## src/rtl/core/cmfs_pkg.sv

```systemverilog
// Types and constants shared by the cube map face select unit.
package cmfs_pkg;

    localparam int COMP_BITS = 16;
    localparam int FRAC_BITS = 16;

    localparam logic [2:0] FACE_PX = 3'd0;
    localparam logic [2:0] FACE_NX = 3'd1;
    localparam logic [2:0] FACE_PY = 3'd2;
    localparam logic [2:0] FACE_NY = 3'd3;
    localparam logic [2:0] FACE_PZ = 3'd4;
    localparam logic [2:0] FACE_NZ = 3'd5;

    localparam logic [FRAC_BITS-1:0] COORD_HALF = {1'b1, {(FRAC_BITS-1){1'b0}}};
    localparam logic [FRAC_BITS-1:0] COORD_MAX  = {FRAC_BITS{1'b1}};

    typedef struct packed {
        logic signed [COMP_BITS-1:0] dir_x;
        logic signed [COMP_BITS-1:0] dir_y;
        logic signed [COMP_BITS-1:0] dir_z;
    } dir_t;

    typedef struct packed {
        logic [2:0]           face;
        logic [FRAC_BITS-1:0] coord_u;
        logic [FRAC_BITS-1:0] coord_v;
        logic                 zero_vector;
    } result_t;

    // after face selection
    typedef struct packed {
        logic [2:0]                face;
        logic [COMP_BITS-1:0]      major;
        logic signed [COMP_BITS:0] minor_u;
        logic signed [COMP_BITS:0] minor_v;
    } sel_t;

    // one divider stage: shared divisor, two remainders and quotients
    typedef struct packed {
        logic [2:0]           face;
        logic                 zero;
        logic                 sat_u;
        logic                 sat_v;
        logic [COMP_BITS-1:0] div;
        logic [COMP_BITS:0]   rem_u;
        logic [COMP_BITS:0]   rem_v;
        logic [FRAC_BITS-1:0] quo_u;
        logic [FRAC_BITS-1:0] quo_v;
    } div_t;

endpackage

```

## src/rtl/core/cube_map_face_select_unit.sv

```systemverilog
// Cube map face select: direction vector to face index and Q0.16 texture coordinates.
// Fully pipelined: one item may start in every cycle and busy is always low. Each result
// appears on result with done high for one cycle. Between start and done an item passes through the
// input capture, face selection and offset/saturation registers, then the stages of the restoring
// divider that produces u and v, STEPS_PER_STAGE (default 4) quotient bits per stage, and last the
// output register. Results are not held: the receiver must take each one in the cycle it is shown.
module cube_map_face_select_unit #(
    parameter int STEPS_PER_STAGE = 4
) (
    input  logic              clk,
    input  logic              rst_n,
    input  logic              start,
    output logic              busy,
    input  cmfs_pkg::dir_t    dir,
    output logic              done,
    output cmfs_pkg::result_t result
);

    localparam int CB     = cmfs_pkg::COMP_BITS;
    localparam int FB     = cmfs_pkg::FRAC_BITS;
    localparam int NSTAGE = (FB + STEPS_PER_STAGE - 1) / STEPS_PER_STAGE;
    localparam int LAT    = NSTAGE + 4;

    // ---------------- stage 1: input capture
    logic           in_valid_reg;
    cmfs_pkg::dir_t in_reg;

    assign busy = 1'b0;

    always_ff @(posedge clk or negedge rst_n)
    begin
        if (!rst_n)
            in_valid_reg <= 1'b0;
        else
            in_valid_reg <= start;
    end

    always_ff @(posedge clk)
    begin
        if (start)
            in_reg <= dir;
    end

    // ---------------- stage 2: face selection
    logic           sel_valid_reg;
    cmfs_pkg::sel_t sel_reg;
    cmfs_pkg::sel_t sel_next;

    always_comb
    begin
        logic signed [CB:0] x, y, z, nx, nz;
        logic [CB-1:0]      ax, ay, az;
        logic               x_major, y_major, z_major;
        y  = {in_reg.dir_y[CB-1], in_reg.dir_y};
        z  = {in_reg.dir_z[CB-1], in_reg.dir_z};
        x  = {in_reg.dir_x[CB-1], in_reg.dir_x};
        nx = -x;
        nz = -z;
        ax = x[CB] ? nx[CB-1:0] : x[CB-1:0];
        ay = y[CB] ? (CB'(~y[CB-1:0]) + CB'(1)) : y[CB-1:0];
        az = z[CB] ? nz[CB-1:0] : z[CB-1:0];
        x_major = (ax >= ay) && (ax >= az);
        y_major = (ay >= ax) && (ay >= az);
        z_major = (az >= ax) && (az >= ay);

        // later tests override earlier ones; zero is not positive
        sel_next.face    = cmfs_pkg::FACE_PX;
        sel_next.major   = ax;
        sel_next.minor_u = nz;
        sel_next.minor_v = y;
        if ((x[CB] || x == '0) && x_major)
        begin
            sel_next.face    = cmfs_pkg::FACE_NX;
            sel_next.major   = ax;
            sel_next.minor_u = z;
            sel_next.minor_v = y;
        end
        if (!y[CB] && y != '0 && y_major)
        begin
            sel_next.face    = cmfs_pkg::FACE_PY;
            sel_next.major   = ay;
            sel_next.minor_u = x;
            sel_next.minor_v = nz;
        end
        if ((y[CB] || y == '0) && y_major)
        begin
            sel_next.face    = cmfs_pkg::FACE_NY;
            sel_next.major   = ay;
            sel_next.minor_u = x;
            sel_next.minor_v = z;
        end
        if (!z[CB] && z != '0 && z_major)
        begin
            sel_next.face    = cmfs_pkg::FACE_PZ;
            sel_next.major   = az;
            sel_next.minor_u = x;
            sel_next.minor_v = y;
        end
        if ((z[CB] || z == '0) && z_major)
        begin
            sel_next.face    = cmfs_pkg::FACE_NZ;
            sel_next.major   = az;
            sel_next.minor_u = nx;
            sel_next.minor_v = y;
        end
    end

    always_ff @(posedge clk or negedge rst_n)
    begin
        if (!rst_n)
            sel_valid_reg <= 1'b0;
        else
            sel_valid_reg <= in_valid_reg;
    end

    always_ff @(posedge clk)
    begin
        if (in_valid_reg)
            sel_reg <= sel_next;
    end

    // ---------------- stage 3: offset to [0, 2*major], full-scale detect
    logic           off_valid_reg;
    cmfs_pkg::div_t off_reg;
    cmfs_pkg::div_t off_next;

    always_comb
    begin
        logic signed [CB:0] major_s;
        logic signed [CB:0] sum_u, sum_v;
        major_s = {1'b0, sel_reg.major};
        sum_u   = sel_reg.minor_u + major_s;
        sum_v   = sel_reg.minor_v + major_s;

        off_next.face  = sel_reg.face;
        off_next.zero  = (sel_reg.major == '0);
        off_next.sat_u = (sel_reg.minor_u == major_s);
        off_next.sat_v = (sel_reg.minor_v == major_s);
        off_next.div   = sel_reg.major;
        off_next.rem_u = sum_u;
        off_next.rem_v = sum_v;
        off_next.quo_u = '0;
        off_next.quo_v = '0;
    end

    always_ff @(posedge clk or negedge rst_n)
    begin
        if (!rst_n)
            off_valid_reg <= 1'b0;
        else
            off_valid_reg <= sel_valid_reg;
    end

    always_ff @(posedge clk)
    begin
        if (sel_valid_reg)
            off_reg <= off_next;
    end

    // ---------------- divider stages
    // Remainder is at most the divisor after the first step, so a left shift fits CB+1 bits.
    function automatic cmfs_pkg::div_t div_steps(cmfs_pkg::div_t s, int base);
        cmfs_pkg::div_t t;
        logic [CB:0]    d;
        int             k;
        t = s;
        d = {1'b0, s.div};
        for (int j = 0; j < STEPS_PER_STAGE; j++)
        begin
            k = base + j;
            if (k < FB)
            begin
                if (k != 0)
                begin
                    t.rem_u = {t.rem_u[CB-1:0], 1'b0};
                    t.rem_v = {t.rem_v[CB-1:0], 1'b0};
                end
                if (t.rem_u >= d)
                begin
                    t.rem_u = t.rem_u - d;
                    t.quo_u = {t.quo_u[FB-2:0], 1'b1};
                end
                else
                    t.quo_u = {t.quo_u[FB-2:0], 1'b0};
                if (t.rem_v >= d)
                begin
                    t.rem_v = t.rem_v - d;
                    t.quo_v = {t.quo_v[FB-2:0], 1'b1};
                end
                else
                    t.quo_v = {t.quo_v[FB-2:0], 1'b0};
            end
        end
        return t;
    endfunction

    logic [NSTAGE-1:0] div_valid_reg;
    cmfs_pkg::div_t    div_reg  [NSTAGE];
    cmfs_pkg::div_t    div_next [NSTAGE];

    genvar g;
    generate
        for (g = 0; g < NSTAGE; g++)
        begin : g_div
            if (g == 0)
            begin : g_first
                always_comb
                begin
                    div_next[g] = div_steps(off_reg, 0);
                end

                always_ff @(posedge clk or negedge rst_n)
                begin
                    if (!rst_n)
                        div_valid_reg[g] <= 1'b0;
                    else
                        div_valid_reg[g] <= off_valid_reg;
                end

                always_ff @(posedge clk)
                begin
                    if (off_valid_reg)
                        div_reg[g] <= div_next[g];
                end
            end
            else
            begin : g_rest
                always_comb
                begin
                    div_next[g] = div_steps(div_reg[g-1], g * STEPS_PER_STAGE);
                end

                always_ff @(posedge clk or negedge rst_n)
                begin
                    if (!rst_n)
                        div_valid_reg[g] <= 1'b0;
                    else
                        div_valid_reg[g] <= div_valid_reg[g-1];
                end

                always_ff @(posedge clk)
                begin
                    if (div_valid_reg[g-1])
                        div_reg[g] <= div_next[g];
                end
            end
        end
    endgenerate

    // ---------------- output register
    logic              done_reg;
    cmfs_pkg::result_t result_reg;
    cmfs_pkg::result_t result_next;
    cmfs_pkg::div_t    last;

    assign last = div_reg[NSTAGE-1];

    always_comb
    begin
        if (last.zero)
        begin
            result_next.face        = cmfs_pkg::FACE_NZ;
            result_next.coord_u     = cmfs_pkg::COORD_HALF;
            result_next.coord_v     = cmfs_pkg::COORD_HALF;
            result_next.zero_vector = 1'b1;
        end
        else
        begin
            result_next.face        = last.face;
            result_next.coord_u     = last.sat_u ? cmfs_pkg::COORD_MAX : last.quo_u;
            result_next.coord_v     = last.sat_v ? cmfs_pkg::COORD_MAX : last.quo_v;
            result_next.zero_vector = 1'b0;
        end
    end

    always_ff @(posedge clk or negedge rst_n)
    begin
        if (!rst_n)
            done_reg <= 1'b0;
        else
            done_reg <= div_valid_reg[NSTAGE-1];
    end

    always_ff @(posedge clk)
    begin
        if (div_valid_reg[NSTAGE-1])
            result_reg <= result_next;
    end

    assign done   = done_reg;
    assign result = result_reg;

    // ---------------- assertions
    a_latency: assert property (@(posedge clk) disable iff (!rst_n)
        start |-> ##LAT done)
        else $error("item did not come out after the pipeline latency");

    a_no_spurious: assert property (@(posedge clk) disable iff (!rst_n)
        !start |-> ##LAT !done)
        else $error("result without a matching item");

    a_zero_center: assert property (@(posedge clk) disable iff (!rst_n)
        (done && result.zero_vector) |->
            (result.face == cmfs_pkg::FACE_NZ && result.coord_u == cmfs_pkg::COORD_HALF
             && result.coord_v == cmfs_pkg::COORD_HALF))
        else $error("zero vector result is not the -Z center");

    a_face_range: assert property (@(posedge clk) disable iff (!rst_n)
        done |-> (result.face <= cmfs_pkg::FACE_NZ))
        else $error("face index out of range");

endmodule

```

## config.mk

```make
export PLATFORM = sky130hd
export DESIGN_NAME = cube_map_face_select_unit
export DESIGN_NICKNAME = d
export VERILOG_FILES = /design/src/rtl/core/cmfs_pkg.sv /design/src/rtl/core/cube_map_face_select_unit.sv
export SDC_FILE = /design/constraint.sdc
export NUM_CORES = 2
export LEC_CHECK = 0
export BUFFER_PORTS_ARGS = -buffer_cell sky130_fd_sc_hd__buf_2
export CORE_MARGIN = 4
export CORE_UTILIZATION = 40
export CTS_BUF_LIST = sky130_fd_sc_hd__clkbuf_16
export DETAILED_ROUTE_END_ITERATION = 12
export SLEW_MARGIN = 20
export SYNTH_ARGS = -nofsm -noshare
export SYNTH_HDL_FRONTEND = slang
export SYNTH_SLANG_ARGS = --single-unit
```

## constraint.sdc

```tcl
create_clock -name clk -period 11.75 [get_ports clk]
set_input_delay 0.5875 -clock clk [delete_from_list [all_inputs] [get_ports clk]]
set_output_delay 0.5875 -clock clk [all_outputs]
set_load 0.1 [all_outputs]
```

# ---- Word level (Yosys, flattened, before mapping)
# Memories as Yosys holds them, arrays and structs flattened.
# Index checks and enable logic that the tools add are counted.
dict set report op_classes {
  mul 0
  shift 0
  n_lt_le_gt_ge 38
  eq_ne 2
  n_reduce_logical 24
  muxes 83
  add_sub_neg 37
  div 0
  bitwise 1
}
# op count
set ops {}
lappend ops {{17-bit by 16-bit >= comparator with 1-bit output} 32}
lappend ops {{16-bit two-way mux} 27}
lappend ops {{16-bit subtractor} 24}
lappend ops {{17-bit two-way mux} 8}
lappend ops {{17-bit by 16-bit subtractor with 17-bit output} 8}
lappend ops {{51-bit two-way mux} 2}
lappend ops {{16-bit >= comparator} 6}
lappend ops {{53-bit two-way mux} 1}
lappend ops {{52-bit two-way mux} 1}
lappend ops {{17-bit zero test} 3}
lappend ops {{50-bit two-way mux} 1}
lappend ops {{1-bit two-way mux} 41}
lappend ops {{17-bit adder} 2}
lappend ops {{17-bit equality test} 2}
lappend ops {{16-bit negator with 17-bit output} 2}
lappend ops {{17-bit nonzero test} 2}
lappend ops {{15-bit two-way mux} 2}
lappend ops {{16-bit by 1-bit adder with 16-bit output (second input constant)} 1}
lappend ops {{16-bit zero test} 1}
lappend ops {{16-bit NOT} 1}
lappend ops {{1-bit logical AND} 10}
lappend ops {{2-bit OR reduction} 3}
lappend ops {{1-bit logical OR} 3}
lappend ops {{1-bit zero test} 2}
dict set report word_totals {
  mem_count 1
  mem_bits_ro 0
  ram_bits 352
  register_bits 201
  word_cells 215
  inputBits 51
  latchBits 0
}
# name words width read_ports rd_clocked_by_memory_dff write_ports line
set memory_table {}
lappend memory_table {div_reg 4 88 4 0 4 cube_map_face_select_unit.sv:198} ;# cmfs_pkg::div_t div_reg [NSTAGE];

# ---- Depth between registers and ports, before layout
dict set report depth {
  ltp_word 11
  depth_mapped 49
  depth_no_buf 45
}

# ---- Least setup slack after synthesis
# OpenSTA, ideal clock, no wires.
dict set report synth_path {
  path_kind {reg-to-reg}
  start {mem div_reg[0][66] in the netlist's numbering}
  end {mem div_reg[1][52] in the netlist's numbering (data pin)}
  path_slack_ns 0.871
  n_path_buf 6
  arrival_time_ns 10.618
  synth_period_minus_slack_ns 10.879
  path_stages_with_launch 48
  cell_sequence {edfxtp_1 -> clkbuf_1 -> clkbuf_1 -> inv_1 -> clkbuf_1 -> ha_1 -> and4_1 -> a311o_1 -> o31ai_1 -> a31oi_2 -> clkbuf_1 -> mux2_2 -> ha_1 -> and3_1 -> and3_1 -> and2_1 -> a222oi_1 -> a21oi_1 -> [12 not listed] -> a211oi_1 -> or2_1 -> buf_4 -> clkbuf_1 -> nor2_1 -> ha_1 -> nor2b_1 -> o21a_1 -> o21ai_0 -> a21oi_1 -> a21oi_1 -> a21oi_1 -> o2111ai_1 -> nand2_1 -> nor3_1 -> or2_2 -> inv_2 -> a221o_1}
}
# item line
set synth_lines {}
lappend synth_lines {{from (decl)} cube_map_face_select_unit.sv:198}

==> metrics.md <==
| Metric | Value |
|---|---|
| Initial Util | 40.4% |
| Worst hold path class | input pin to flip-flop |
| Per-cell routed wire length | 20.0 um |
| Initial antenna violation count | 2 |
| Ports | 89 |
| Drt pass-1 iters | 6 |
| Clock Sink Count | 449 |
| Worst Setup Start Kind | flip-flop |
| Max reg flops | 248 |
| Yosys reg bits | 449 |
| DR iter-0 viols | 2731 |
| # rows | 123 |
| Hold_sp | dir[32] |
| Post-DR vias/cell | 5.76 |
| Flop-to-flop setup slack | 740 ps |
| Routed Antenna Nets | 0 |
| Cell Count, Final, Fillers Out | 6681 |
| H-tree levels | 2 |
| Reg2reg end | div_reg[1][34]$_DFFE_PP_ |
| # diodes | 0 |
| Fin. max-slew vios | 0 |
| Slowest stage delay, CP | 540 ps |
| Layout Utilization | 44.7% |
| EDFF count, synth | 441 |
| CP Max Fanout | 16 |
| Clock Latency Late Sink | 690 ps |
| Worst slew pin tran | 1060 ps |
| Tot GR Track Use | 21.5% |
| Layout Area Growth over Synthesis | 10.7% |
| Die W | 345 um |
| Ys async rst share | 1.78% |
| Final hold viol count | 0 |
| Syn Area/Cell | 9.15 um^2 |
| Highest clock rate | 90.8 MHz |
| Final hold slack | 78.1 ps |
| # Max-Cap Violations | 0 |
| Placed wire-length estimate | 105 mm |
| Fillers | 10869 |
| Min Clock Period, post-route | 11010 ps |
| Layout cells sized above 1 | 12.3% |
| CTS buffer count | 56 |
| Largest net degree at the start of global routing | 72 |
| Synth unique cells | 100 |
| Warnings, synthesis | 0 |
| Final period utilization | 93.7% |
| Critical path class | flip-flop to flip-flop |
| Inst Count DP | 6572 |
| Hold path endpoint | in_reg[32]$_DFFE_PP_ |
| CTS tree | built |
| Status | finished clean |
| Fin nets | 5775 |
| Max_slew headroom | 29.2% |
| GRT overflow | 0 |
| Vias in the first global route | 36810 |
| Detailed-route via count | 38463 |
| Clock buffer depth | 3 |
| CP max-delay cell | o311ai_0 |
| First-pass GRT wire length | 207 mm |
| Post-synth top flop | edfxtp_1 |
| Port Buffers | 87 |
| Mapped Area | 45500 um^2 |
| DR DRC count | 0 |
| CP dominant cell by count | a21oi_1 |
| Worst Setup End Kind | flip-flop |
| Register area share after synthesis | 29.6% |
| Hold path depth | 1 |
| Placer congestion estimate | 0.906 |
| Die Span Y | 345 um |
| Core area | 113000 um^2 |
| R2r startpoint | div_reg[0][75]$_DFFE_PP_ |
| Root Driver | clkbuf_16 |
| CP Data Arrival Time | 11410 ps |
| Synthesized net count | 5613 |
| Die area | 119000 um^2 |
| Final setup viols | 0 |
| Worst path required time | 12150 ps |
| Gate Count Post-Synth | 4973 |
| Routed WL | 133 mm |
| Reg2reg path depth | 41 |
| Worst-path clk slew | 60 ps |
| Final Skew | 66.7 ps |
## worst max-delay path: cells and delay by family (launching register included)
family          cells  cell delay [ps]
buf+inv             3              830
mux                 3             1170
flops               1              390
compound gates     23             5770
simple gates        8             1200
fa+ha+maj           4             1330
## synthesized netlist by cell type (15+ instances only)
cell type / n / area, um^2
and3_1: 53 / 332
nand4_1: 76 / 475
o31ai_1: 36 / 270
nor3_1: 113 / 566
o2111ai_1: 15 / 131
clkbuf_1: 68 / 255
nor2_1: 419 / 1570
a21o_1: 183 / 1370
or2_2: 21 / 131
nand2_1: 362 / 1360
o211ai_1: 31 / 233
nand3_1: 83 / 415
and2_1: 35 / 219
xor2_1: 173 / 1520
a21oi_1: 378 / 1890
o21bai_1: 44 / 330
mux2i_1: 24 / 240
ha_1: 577 / 7220
o21a_1: 120 / 901
nor4_1: 32 / 200
or3_1: 64 / 400
a31oi_1: 40 / 250
edfxtp_1: 441 / 13200
xnor2_1: 270 / 2360
a211oi_1: 55 / 413
o21ai_0: 332 / 1660
nor2b_1: 80 / 500
inv_1: 215 / 807
o31a_1: 18 / 158
mux2_2: 255 / 2870
nand2b_1: 61 / 382
buf_2: 19 / 95.1
## timing repair
| action | 4_1_cts | 5_1_grt |
|---|---|---|
| gates resized for setup | 0 | 26 |
| hold buffers | 1 | 0 |
| setup buffers | 0 | 3 |
| endpoints found under the hold margin | 8 | 0 |
| endpoints found under the setup margin | 0 | 66 |
## layout by cell type, fill, tap and decap left out, types with 11 or more instances in the layout
cell type	instances
or2_2	20
o21a_1	120
o21ai_0	328
and2_1	35
o211a_1	11
a221o_1	13
nand3_1	83
nand2b_1	61
fa_1	12
o31ai_1	35
a31oi_1	40
nand2_1	362
a21boi_0	14
a21oi_1	374
nor4_1	32
nand4_1	76
a211oi_1	54
or3_1	64
a21o_1	183
a211o_1	14
mux2i_1	24
nor3_1	111
clkbuf_16	56
ha_1	577
buf_2	87
o21bai_1	44
xor2_1	173
a31o_2	11
mux2_2	255
and3_1	53
o2111ai_1	15
edfxtp_1	441
buf_4	117
inv_1	222
xnor2_1	270
nor2b_1	80
o31a_1	18
o211ai_1	31
nor2_1	419
clkinvlp_4	13
## cell families after synthesis
family	count (synthesis)	share of synthesized area (%)
xor+xnor	443	8.53
simple gates	1453	15.4
buf+inv	327	2.81
mux	281	6.89
fa+ha+maj	589	16.4
other cells	1	0.00824
compound gates	1430	20.4
flops	449	29.6
## metal layers
layer	wire length, um	share of wire, %	global-route usage [%]
met5	13	0.0098	0
met1	60900	46	29.0
met4	3710	2.8	5.94
met3	5870	4.4	1.95
met2	62800	47	36.8
## cell type report
| cell class | count | area, um^2 | area share (%) |
|---|---|---|---|
| well taps | 1500 | 1880 | 3.73 |
| repair inverters | 1 | 7.51 | 0.0149 |
| flip-flops and latches | 449 | 13500 | 26.7 |
| repair buffers | 206 | 1340 | 2.67 |
| clock buffers | 56 | 1400 | 2.78 |
| clock inverters | 48 | 513 | 1.02 |
| inverters | 224 | 855 | 1.70 |
| multi-input cells | 4197 | 30900 | 61.4 |
## how the worst max path moves through the flow
stage	start	end	slack, ps
after floorplan	div_reg[0][66]$_DFFE_PP_	div_reg[1][52]$_DFFE_PP_	870
after global placement	div_reg[2][67]$_DFFE_PP_	div_reg[3][0]$_DFFE_PP_	290
after detailed placement	div_reg[2][67]$_DFFE_PP_	div_reg[3][0]$_DFFE_PP_	210
after CTS	div_reg[2][67]$_DFFE_PP_	div_reg[3][0]$_DFFE_PP_	220
after global routing	div_next[331]$_DFFE_PP_	div_reg[0][59]$_DFFE_PP_	-10
final	div_reg[0][75]$_DFFE_PP_	div_reg[1][34]$_DFFE_PP_	740
## stage by stage
stage          setup WS [ps]  setup TNS, ps  area [um^2]
6_report                 736              0        50300
5_1_grt                -14.8          -14.8        50300
4_1_cts                  218              0        50200
3_5_place_dp             206              0        48300
3_3_place_gp             294              0        48300
2_1_floorplan            871              0        45500
Power is left out: the tool's default activity adds up to more than one toggle a clock period on the data nets, which glitch-free logic cannot reach.
